$ cat src/design/bis_pkg.sv
package bis_pkg;

    localparam int VALUE_W   = 32;
    localparam int COUNT_W   = 5;
    localparam int STATUS_W  = 3;
    localparam int DEPTH_DEF = 16;

    localparam logic [COUNT_W-1:0] CAP_RESET = COUNT_W'(16);

    typedef enum logic [STATUS_W-1:0] {
        ST_ADDED     = 3'd0,
        ST_PRESENT   = 3'd1,
        ST_FULL      = 3'd2,
        ST_REMOVED   = 3'd3,
        ST_NOT_FOUND = 3'd4
    } t_status;

    localparam logic MODE_INSERT = 1'b0;
    localparam logic MODE_REMOVE = 1'b1;

    // Commands from the controller to the datapath.
    typedef struct packed {
        logic    load;
        logic    step;
        logic    shift_init;
        logic    shift_run;
        logic    append;
        logic    dec;
        logic    finish;
        t_status status;
    } t_dp_cmd;

    // Status from the datapath to the controller.
    typedef struct packed {
        logic hit;
        logic done;
        logic full;
    } t_dp_stat;

endpackage

$ cat src/design/bis_ram.sv
module bis_ram import bis_pkg::*; #(
    parameter int WIDTH = VALUE_W,
    parameter int DEPTH = DEPTH_DEF
) (
    input  logic                                   i_clk,
    input  logic                                   i_we,
    input  logic [((DEPTH > 1) ? $clog2(DEPTH) : 1)-1:0] i_waddr,
    input  logic [WIDTH-1:0]                       i_wdata,
    input  logic [((DEPTH > 1) ? $clog2(DEPTH) : 1)-1:0] i_raddr,
    output logic [WIDTH-1:0]                       o_rdata
);

    logic [WIDTH-1:0] r_mem [DEPTH];
    logic [WIDTH-1:0] r_rdata;

    always_ff @(posedge i_clk) begin
        if (i_we) begin
            r_mem[i_waddr] <= i_wdata;
        end
        r_rdata <= r_mem[i_raddr];
    end

    assign o_rdata = r_rdata;

endmodule

$ cat src/design/bis_datapath.sv
module bis_datapath import bis_pkg::*; #(
    parameter int DEPTH = DEPTH_DEF
) (
    input  logic                       i_clk,
    input  logic                       i_rst_n,
    input  logic signed [VALUE_W-1:0]  i_value,
    input  logic                       i_cap_we,
    input  logic [COUNT_W-1:0]         i_cap_wdata,
    input  t_dp_cmd                    i_cmd,
    output t_dp_stat                   o_stat,
    output logic                       o_done,
    output logic [STATUS_W-1:0]        o_status,
    output logic [COUNT_W-1:0]         o_count
);

    localparam int AW = (DEPTH > 1) ? $clog2(DEPTH) : 1;

    logic signed [VALUE_W-1:0] r_value;
    logic [COUNT_W-1:0]        r_count;
    logic [COUNT_W-1:0]        n_count;
    logic [COUNT_W-1:0]        r_cap;
    logic [COUNT_W-1:0]        r_rd_idx;
    logic [COUNT_W-1:0]        r_cmp_idx;
    logic [COUNT_W-1:0]        r_wr_idx;
    logic                      r_cmp_v;
    logic                      r_done;
    t_status                   r_status;
    logic [COUNT_W-1:0]        r_res_count;

    logic               issue;
    logic               ram_we;
    logic [AW-1:0]      ram_waddr;
    logic [VALUE_W-1:0] ram_wdata;
    logic [AW-1:0]      ram_raddr;
    logic [VALUE_W-1:0] ram_rdata;

    bis_ram #(
        .WIDTH (VALUE_W),
        .DEPTH (DEPTH)
    ) u_ram (
        .i_clk   (i_clk),
        .i_we    (ram_we),
        .i_waddr (ram_waddr),
        .i_wdata (ram_wdata),
        .i_raddr (ram_raddr),
        .o_rdata (ram_rdata)
    );

    // A read is issued while the read pointer is still below the count.
    assign issue     = (r_rd_idx < r_count);
    assign ram_raddr = AW'(r_rd_idx);
    assign ram_we    = i_cmd.append || (i_cmd.shift_run && r_cmp_v);
    assign ram_waddr = i_cmd.append ? AW'(r_count) : AW'(r_wr_idx);
    assign ram_wdata = i_cmd.append ? r_value : ram_rdata;

    always_comb begin
        n_count = r_count;
        if (i_cmd.append) begin
            n_count = r_count + 1'b1;
        end else if (i_cmd.dec) begin
            n_count = r_count - 1'b1;
        end
    end

    assign o_stat.hit  = r_cmp_v && (ram_rdata == r_value);
    assign o_stat.done = !r_cmp_v && !issue;
    assign o_stat.full = (r_count >= r_cap) || (int'(r_count) >= DEPTH);

    always_ff @(posedge i_clk) begin
        if (!i_rst_n) begin
            r_count <= '0;
            r_cap   <= CAP_RESET;
            r_cmp_v <= 1'b0;
            r_done  <= 1'b0;
        end else begin
            r_count <= n_count;
            r_done  <= i_cmd.finish;
            if (i_cap_we) begin
                r_cap <= i_cap_wdata;
            end
            if (i_cmd.load) begin
                r_rd_idx <= '0;
                r_cmp_v  <= 1'b0;
            end else if (i_cmd.shift_init) begin
                r_rd_idx <= r_cmp_idx + 1'b1;
                r_wr_idx <= r_cmp_idx;
                r_cmp_v  <= 1'b0;
            end else if (i_cmd.step) begin
                if (issue) begin
                    r_rd_idx  <= r_rd_idx + 1'b1;
                    r_cmp_idx <= r_rd_idx;
                    r_cmp_v   <= 1'b1;
                end else begin
                    r_cmp_v <= 1'b0;
                end
                if (i_cmd.shift_run && r_cmp_v) begin
                    r_wr_idx <= r_wr_idx + 1'b1;
                end
            end
        end
        if (i_cmd.load) begin
            r_value <= i_value;
        end
        if (i_cmd.finish) begin
            r_status    <= i_cmd.status;
            r_res_count <= n_count;
        end
    end

    assign o_done   = r_done;
    assign o_status = r_status;
    assign o_count  = r_res_count;

endmodule

$ cat src/design/bis_ctrl.sv
module bis_ctrl import bis_pkg::*; (
    input  logic     i_clk,
    input  logic     i_rst_n,
    input  logic     start,
    input  logic     i_mode,
    input  t_dp_stat i_stat,
    output t_dp_cmd  o_cmd,
    output logic     busy
);

    typedef enum logic [1:0] {
        S_IDLE,
        S_SCAN,
        S_SHIFT
    } t_state;

    t_state r_state;
    t_state n_state;
    logic   r_busy;
    logic   r_mode;
    logic   accept;

    assign accept = start && !r_busy;

    always_comb begin
        n_state = r_state;
        o_cmd   = '0;
        o_cmd.status = ST_ADDED;
        unique case (r_state)
            S_IDLE: begin
                if (accept) begin
                    o_cmd.load = 1'b1;
                    n_state    = S_SCAN;
                end
            end
            S_SCAN: begin
                o_cmd.step = 1'b1;
                if (i_stat.hit) begin
                    if (r_mode == MODE_REMOVE) begin
                        o_cmd.step       = 1'b0;
                        o_cmd.shift_init = 1'b1;
                        n_state          = S_SHIFT;
                    end else begin
                        o_cmd.finish = 1'b1;
                        o_cmd.status = ST_PRESENT;
                        n_state      = S_IDLE;
                    end
                end else if (i_stat.done) begin
                    o_cmd.finish = 1'b1;
                    n_state      = S_IDLE;
                    if (r_mode == MODE_REMOVE) begin
                        o_cmd.status = ST_NOT_FOUND;
                    end else if (i_stat.full) begin
                        o_cmd.status = ST_FULL;
                    end else begin
                        o_cmd.append = 1'b1;
                        o_cmd.status = ST_ADDED;
                    end
                end
            end
            S_SHIFT: begin
                o_cmd.step      = 1'b1;
                o_cmd.shift_run = 1'b1;
                if (i_stat.done) begin
                    o_cmd.dec    = 1'b1;
                    o_cmd.finish = 1'b1;
                    o_cmd.status = ST_REMOVED;
                    n_state      = S_IDLE;
                end
            end
            default: begin
                n_state = S_IDLE;
            end
        endcase
    end

    always_ff @(posedge i_clk) begin
        if (!i_rst_n) begin
            r_state <= S_IDLE;
            r_busy  <= 1'b0;
        end else begin
            r_state <= n_state;
            r_busy  <= (n_state != S_IDLE);
        end
        if (accept) begin
            r_mode <= i_mode;
        end
    end

    assign busy = r_busy;

endmodule

$ cat src/design/bounded_integer_set_table.sv
// A search scans the held entries until a hit or the end of the set; an insert of a held value
// ends at its hit, and a remove that hits adds a shift pass over the entries behind it.
// The next transaction can be taken in the cycle that shows the result; transactions do not
// overlap, as the entry RAM's single read port is shared by search and shift.
// Reset (i_rst_n low, synchronous) empties the set and sets capacity to 16.
// The receiver cannot stall: each result is shown for one cycle only.
module bounded_integer_set_table import bis_pkg::*; #(
    parameter int DEPTH = DEPTH_DEF
) (
    input  logic                      i_clk,
    input  logic                      i_rst_n,
    input  logic                      start,
    input  logic                      i_mode,
    input  logic signed [VALUE_W-1:0] i_value,
    output logic                      busy,
    input  logic                      i_cap_we,
    input  logic [COUNT_W-1:0]        i_cap_wdata,
    output logic                      o_done,
    output logic [STATUS_W-1:0]       o_status,
    output logic [COUNT_W-1:0]        o_count
);

    // The controller sequences each transaction through a search pass and, for a
    // removal that hits, a shift pass. The datapath owns the entry RAM, the held
    // count, the capacity register and the result registers.
    // A removal that hits the last entry has nothing to shift and writes no entry in its shift pass.
    t_dp_cmd  dp_cmd;
    t_dp_stat dp_stat;

    bis_ctrl u_ctrl (
        .i_clk   (i_clk),
        .i_rst_n (i_rst_n),
        .start   (start),
        .i_mode  (i_mode),
        .i_stat  (dp_stat),
        .o_cmd   (dp_cmd),
        .busy    (busy)
    );

    // The search reads one entry per cycle; the compare sees the registered read
    // data in the next cycle, so reads and compares overlap. The shift reads entry
    // k + 2 while it writes entry k + 1, read the cycle before, into place k.
    bis_datapath #(
        .DEPTH (DEPTH)
    ) u_dp (
        .i_clk       (i_clk),
        .i_rst_n     (i_rst_n),
        .i_value     (i_value),
        .i_cap_we    (i_cap_we),
        .i_cap_wdata (i_cap_wdata),
        .i_cmd       (dp_cmd),
        .o_stat      (dp_stat),
        .o_done      (o_done),
        .o_status    (o_status),
        .o_count     (o_count)
    );

    // A result only ever ends a transaction that was in progress.
    a_done_after_busy: assert property (@(posedge i_clk) disable iff (!i_rst_n)
        o_done |-> $past(busy))
        else $error("result without a transaction in progress");

    // Every transaction that finishes produces exactly one result at once.
    a_fall_gives_done: assert property (@(posedge i_clk) disable iff (!i_rst_n)
        $fell(busy) |-> o_done)
        else $error("transaction ended without a result");

    // A value that was just added leaves the set non-empty and within its depth.
    a_added_count: assert property (@(posedge i_clk) disable iff (!i_rst_n)
        (o_done && (o_status == ST_ADDED)) |->
            ((o_count != '0) && (int'(o_count) <= DEPTH)))
        else $error("count inconsistent after an insertion");

endmodule
$ cat config.mk
export PLATFORM = sky130hd
export DESIGN_NAME = bounded_integer_set_table
export DESIGN_NICKNAME = d
export VERILOG_FILES = /design/src/design/bis_pkg.sv /design/src/design/bis_ram.sv /design/src/design/bis_datapath.sv /design/src/design/bis_ctrl.sv /design/src/design/bounded_integer_set_table.sv
export SDC_FILE = /design/constraint.sdc
export NUM_CORES = 1
export LEC_CHECK = 0
export BUFFER_PORTS_ARGS = -buffer_cell sky130_fd_sc_hd__buf_2
export CAP_MARGIN = 20
export CORE_MARGIN = 2
export CORE_UTILIZATION = 41
export DETAILED_ROUTE_END_ITERATION = 10
export GPL_TIMING_DRIVEN = 0
export PLACE_DENSITY_LB_ADDON = 0.15
export SLEW_MARGIN = 25
export SYNTH_ARGS = -nofsm -noshare
export SYNTH_HDL_FRONTEND = slang
export SYNTH_SLANG_ARGS = --single-unit
$ cat constraint.sdc
create_clock -name i_clk -period 4.4 [get_ports i_clk]
set_clock_uncertainty 0.2 [all_clocks]
set_input_delay 0.44 -clock i_clk [delete_from_list [all_inputs] [get_ports i_clk]]
set_output_delay 0.44 -clock i_clk [all_outputs]
set_load 0.03 [all_outputs]
==> impl_metrics.py, run 1 <==
metrics = {
    "outcome": {
        "status": "completed",
    },
    "cts": {
        "cts_tree": "built",
        "clockBufferDepth": 3,
        "numCtsBuffers": 66,
        "clk_latency_ns": 0.60,
        "cts_sinks": 614,
        "clkSlewWorstSetupHoldPaths_ns": 0.06,
        "cts_root_buf": "clkbuf_16",
        "htreeDepth": 3,
    },
    "sta": {
        "setup_viol": 0,
        "rsz0062_at_grt": "yes",
        "fin_crit_sh_pct": 99.0,
        "worst_pin_slew_ns": 1.06,
        "final_hold_viol_count": 0,
        "relSlewSlack_pct": 29.0,
        "max_freq_ghz": 0.230,
        "period_minus_slack_ns": 4.35,
        "fin_ws_ns": 0.0457,
        "finalMaxSlewViolations": 0,
    },
    "die": {
        "io_pins": 52,
        "rows": 88,
        "die_w_um": 245,
        "core_area_sq_um": 57600,
        "die_area_sq_um": 60100,
        "die-height_um": 245,
        "initial_core_util_pct": 41.4,
    },
    "yosys": {
        "synthArstFlopShare_pct": 0,
        "syn_area_per_cell_sq_um": 20.3,
        "synthTopCellsByArea": "edfxtp_1, mux4_2, dfxtp_1, nand2_1, xor2_1",
        "synth_top_area_share_pct": 71.5,
        "yosysTopAreaCell": "edfxtp_1",
        "synth_seq_cells": 614,
        "synth_edf_count": 567,
        "syn-cell-area_sq_um": 23800,
        "yosysWarnings": 0,
        "syn_inst": 1173,
        "synth_ff_type": "edfxtp_1",
        "synthesis.nets": 1232,
        "synth_seq_area_share_pct": 75.4,
        "yosys.cell_types.count": 52,
    },
    "route": {
        "avgViaCountPerCell": 5.44,
        "vias": 11985,
        "top_layer_used": "met4",
        "post-route-drc-count": 0,
        "ant_nets": 0,
        "post_drt_wl_per_cell_um": 27.1,
        "drt-met1-wl_mm": 27.0,
        "met2_length_mm": 28.4,
        "dr.pass1.iters": 5,
        "drtIter0Drc": 1227,
        "met3_length_mm": 3.22,
        "wl_mm": 59.7,
    },
    "critical_path": {
        "arrival_ns": 4.51,
        "crit_type": "flop to flop",
        "start_kind": "flop",
        "crit_path_end_kind": "flop",
        "cp.required_ns": 4.55,
        "r2r_slack_ns": 0.05,
        "critPathMaxFanout": 10,
        "r2r_cells": 13,
    },
    "finish": {
        "drive_above_1_share_pct": 28.6,
        "area_delta_synth_final_pct": 21.2,
        "nets": 1446,
        "mostFrequentLayoutCells": "edfxtp_1, mux4_2, nand2_1, buf_2, clkbuf_16",
        "layout_commonest_cell": "edfxtp_1",
        "final_area_sq_um": 28900,
        "antennaDiodeCount": 0,
    },
    "power_and_ir_drop": {
        "power.leakage_uw": 0.00951,
        "vdd_drop_max_mv": 0.243,
        "p_per_area_nw_per_um2": 467,
    },
    "placed_design": {
        "place.gp.congestion": 0.750,
        "place_hpwl_mm": 38.4,
        "place_area_sq_um": 26200,
        "place_ws_ns": -0.261,
        "port_buffers": 50,
    },
    "global_route": {
        "grt_pass1_wl_mm": 86.7,
        "grt_antenna_before_repair": 0,
        "grt_usage_pct": 20.5,
        "grt_max_degree": 23,
        "grt_pass1_vias": 12228,
        "grt_overflow": 0,
    },
    "hold_path": {
        "min_path_type": "input port to flop",
        "worstHoldPathCells": 2,
    },
    "run": {
        "cap_violations": 0,
    },
}
-- synth_stat cells, types with 7 or more instances --
cell	number
a21oi_1	12
xnor2_1	7
nor2_1	42
xor2_1	34
ha_1	17
edfxtp_1	567
mux2i_1	11
inv_1	15
nand3_1	10
mux4_2	160
nand2_1	122
clkbuf_1	25
nor2b_1	7
dfxtp_1	47
o21ai_0	7
nor4_1	9
buf_2	19
-- final cells by class --
class	instances	area [sq um]
fill	4624	28700
buffer	50	225
sequential	614	18000
multi-input combinational	493	5730
tap	765	957
timing repair buffer	146	1840
clock inverter	25	236
inverter	16	61.3
clock buffer	95	1860
-- flip-flops by register name, summed over array words and instances, names as in the netlist, 2 cells and up --
name,count
u_dp.u_ram.o_rdata,32
u_dp.r_cap,5
u_dp.r_value,32
u_dp.r_rd_idx,5
u_ctrl.r_state,2
u_dp.o_count,5
u_dp.r_count,5
u_dp.o_status,3
u_dp.r_cmp_idx,5
u_dp.r_wr_idx,4
u_dp.u_ram.r_mem,512
-- layer usage --
layer,global-route usage (%),vias to the layer above
met5,0,-
met3,3.04,66
li1,-,5189
met1,30.2,6382
met2,31.9,348
met4,5.99,0
-- power breakdown --
part	switching [uW]	leakage, uW	internal, uW
combinational	779	0.00297	413
sequential	90.6	0.00552	6790
clock	2230	0.00102	3190
total	3100	0.00951	10400
-- worst max-delay path, cell delays in order (launching register included) --
cell and delay, ns:
dfxtp_1 0.32, clkbuf_1 0.39, inv_1 0.25, ha_1 0.35, a21o_1 0.18, a21o_1 0.20
a22oi_1 0.35, a21oi_2 0.12, buf_2 0.27, a31oi_1 0.84, nor2_4 0.10, buf_16 0.21
buf_16 0.16, buf_16 0.16
-- worst paths after layout --
kind                                        from                       to
worst max register to register   u_dp.r_count[2]  u_dp.u_ram.r_mem[8][20]
worst min register to register  u_dp.r_rd_idx[0]        u_dp.r_cmp_idx[0]
worst max-delay path             u_dp.r_count[2]  u_dp.u_ram.r_mem[8][20]
worst min-delay path                       start            u_ctrl.r_mode
-- through the flow --
stage | hold slack [ns] | total power [uW] | setup TNS (ns) | instances | utilization (%)
finish | 0.0517 | 13500 | 0 | 2204 | 50.2
global route | 0.0667 | 14000 | -9.80 | 2204 | 50.2
CTS | 0.0284 | 13600 | 0 | 2199 | 50.0
detailed placement | 0.252 | 8180 | -14.30 | 2028 | 45.5
global placement | 0.231 | 8120 | -1279.52 | 1988 | 43.5
floorplan | 0.224 | 7700 | 0 | 1173 | -
-- cell families after synthesis --
logic type	Yosys count	synth area share, %
DFF	614	75.4
and+or+nand+nor	220	4.17
muxes	173	15.7
buffers and inverters	66	1.19
AOI/OAI and AO/OA	42	1.15
xor gates and xnor gates	41	1.51
adders and majority gates	17	0.893
-- what timing repair did --
action                                 4_1_cts  5_1_grt
pin swaps                                   10        3
endpoints found under the hold margin       38        0
setup buffers                               13        5
setup endpoints to repair                  174      237
gates cloned                                 0        0
gates resized for setup                      2        2
hold buffers                                38        0
Note: power is estimated with default switching activity, not from simulation.
==> inputs of run 2 (changes only) <==
- SYNTH_HIERARCHICAL: unset -> 1
==> run 2 against run 1 <==
Worst hold slack better by 0.0074 ns. Maximum frequency up 1.3%. Sequential power down 1%. Largest power group unchanged. First-iteration DRC count down 4.3%. Routed wire length down 3.1%. Core utilization up 1.1 points. Worst setup slack better by 0.056 ns. Sequential cell count unchanged. Die area down 0.93%. Critical path type unchanged.
==> impl_metrics.py, run 2 <==
metrics = {
    "outcome": {
        "status": "completed",
    },
    "yosys": {
        "synth_commonest_cells": "edfxtp_1, mux4_2, a22oi_1",
        "synth_edf_count": 567,
        "synth_ff_type": "edfxtp_1",
        "syn_inst": 1143,
        "syn-cell-area_sq_um": 23600,
        "yosysTopAreaCell": "edfxtp_1",
        "synth_seq_area_share_pct": 76.1,
        "synth_seq_cells": 614,
        "synthMostInstantiatedCell": "edfxtp_1",
        "synthTopCellsByArea": "edfxtp_1, mux4_2, dfxtp_1, a22oi_1, mux2_1",
        "synthesis.nets": 1203,
        "yosys.cell_types.count": 49,
        "synth_top_area_share_pct": 72.1,
        "syn_area_per_cell_sq_um": 20.6,
        "yosysWarnings": 6,
        "synthArstFlopShare_pct": 0,
    },
    "power_and_ir_drop": {
        "p_per_area_nw_per_um2": 458,
        "p_seq_share_pct": 51.1,
        "p_clk_share_pct": 41.0,
        "power.leakage_uw": 0.00957,
        "swShare_pct": 22.5,
        "p_sw_uw": 2980,
        "vdd_drop_max_mv": 0.348,
        "combPwrFrac_pct": 7.9,
        "p_int_uw": 10300,
    },
    "placed_design": {
        "place_hpwl_mm": 36.9,
        "placed_cells": 1986,
        "port_buffers": 50,
        "place_area_sq_um": 25800,
        "place.gp.congestion": 0.762,
        "place_ws_ns": -1.62,
    },
    "cts": {
        "clockBufferDepth": 3,
        "clk_latency_ns": 0.60,
        "cts_tree": "built",
        "cts_sinks": 614,
        "htreeDepth": 3,
        "cts_root_buf": "clkbuf_16",
        "clkSlewWorstSetupHoldPaths_ns": 0.06,
        "numCtsBuffers": 67,
    },
    "die": {
        "die_w_um": 244,
        "io_pins": 52,
        "core_area_sq_um": 56600,
        "rows": 87,
        "die-height_um": 244,
        "die_area_sq_um": 59500,
        "initial_core_util_pct": 41.7,
    },
    "critical_path": {
        "critPathMaxFanout": 11,
        "crit_chain": "xnor2_4 > nand4_1 > nor4_2 > nand4_1 > nor4_4 > buf_4 > nor3b_1 > nor3b_4 > buf_6 > mux2_2 > or3b_4 > buf_4 > nor2_4 > buf_12 > buf_16",
        "arrival_ns": 4.38,
        "critPathBufInv": 5,
        "crit_start": "u_dp/r_value[14]",
        "start_kind": "flop",
        "crit_type": "flop to flop",
        "slowest_delay_ns": 0.48,
        "r2r_start": "u_dp/r_value[14]",
        "cpLargestDelayFamily": "simple AND/OR/NAND/NOR gates",
        "crit_path_end_kind": "flop",
        "cp_slowest_cell": "edfxtp_1",
        "cp.required_ns": 4.49,
    },
    "sta": {
        "fin_crit_sh_pct": 97.7,
        "setup_viol": 0,
        "fin_ws_ns": 0.102,
        "rsz0062_at_grt": "no",
        "final_hold_viol_count": 0,
        "whs_ns": 0.0591,
        "relSlewSlack_pct": 29.7,
        "worst_pin_slew_ns": 1.05,
        "max_freq_ghz": 0.233,
        "period_minus_slack_ns": 4.30,
        "finalMaxSlewViolations": 0,
    },
    "route": {
        "wl_mm": 57.8,
        "avgViaCountPerCell": 5.45,
        "dr.pass1.iters": 5,
        "drtIter0Drc": 1174,
        "post_drt_wl_per_cell_um": 26.4,
        "post-route-drc-count": 0,
        "vias": 11937,
        "ant_nets": 0,
    },
    "global_route": {
        "grt_usage_pct": 19.8,
        "grt_max_degree": 24,
        "grt_pass1_wl_mm": 83.9,
        "grt_overflow": 0,
        "grt_antenna_before_repair": 0,
        "grt_pass1_vias": 12303,
    },
    "hold_path": {
        "min_path_type": "input port to flop",
        "hp-start": "start",
    },
    "finish": {
        "mostFrequentLayoutCells": "edfxtp_1, mux4_2, clkbuf_16, a22oi_1, buf_2",
        "drive_above_1_share_pct": 29.2,
        "nets": 1444,
        "top_register": "u_dp/u_ram/r_mem",
        "area_delta_synth_final_pct": 22.8,
        "finish.utilization_pct": 51.2,
        "largest_reg_flops": 512,
        "instances_no_fill": 2192,
        "final_area_sq_um": 29000,
        "layout_commonest_cell": "edfxtp_1",
        "antennaDiodeCount": 0,
    },
    "run": {
        "cap_violations": 0,
    },
}
==> run 2: cell type report <==
class	instances	area (sq um)
plain buffers	51	249
clock buffers	90	1810
clock inverters	31	312
fillers	4614	27600
inverters	19	71.3
multi-input cells	458	5590
flip-flops and latches	614	18000
well taps	756	946
repair buffers	173	2040
==> run 2: worst paths after layout <==
kind                            end  slack (ns)  cells after the start
max          u_dp/u_ram/r_mem[3][5]        0.10                     15
min reg2reg           u_dp/r_cap[4]        0.29                      2
min                   u_ctrl/r_mode        0.06                      2
max reg2reg  u_dp/u_ram/r_mem[3][5]        0.10                     15
==> run 2: metrics by stage <==
stage	TNS, ns	total power [uW]
2_1_floorplan	-46.74	7490
3_3_place_gp	-1912.58	7860
3_5_place_dp	-974.28	7910
4_1_cts	-0.114	13400
5_1_grt	0	13700
6_report	0	13300
==> run 2: kinds of logic (layout without fill, tap and decap cells) <==
kind of cell	Yosys count	in the layout	synth area share, %
DFF	614	614	76.1
muxes	171	171	14.2
and+or+nand+nor	129	129	2.72
AOI/OAI and AO/OA	99	99	3.10
buffers and inverters	71	364	1.34
xor gates and xnor gates	41	41	1.52
adders and majority gates	18	18	0.954
==> run 2: routing by layer <==
metal  global-route usage, %  vias up  wire [um]
li1                        -     5176          -
met1                    27.3     6336      24600
met2                    32.7      354      28600
met3                    3.75       71       3640
met4                    4.82        0       1030
met5                       0        -          0
==> run 2: timing repair <==
action | in CTS | in global routing
pin swaps | 21 | 6
gates resized for setup | 20 | 4
hold buffers | 40 | 0
endpoints found under the setup margin | 1041 | 467
setup buffers | 45 | 1
endpoints found under the hold margin | 38 | 0
==> run 2: power groups by stage <==
stage / Sequential [uW] / Combinational [uW] / Clock, uW
floorplan: 6870 / 625 / 0
global placement: 6890 / 967 / 0
detailed placement: 6890 / 1010 / 0
CTS: 6780 / 1070 / 5560
global route: 6790 / 1140 / 5800
finish: 6780 / 1050 / 5440
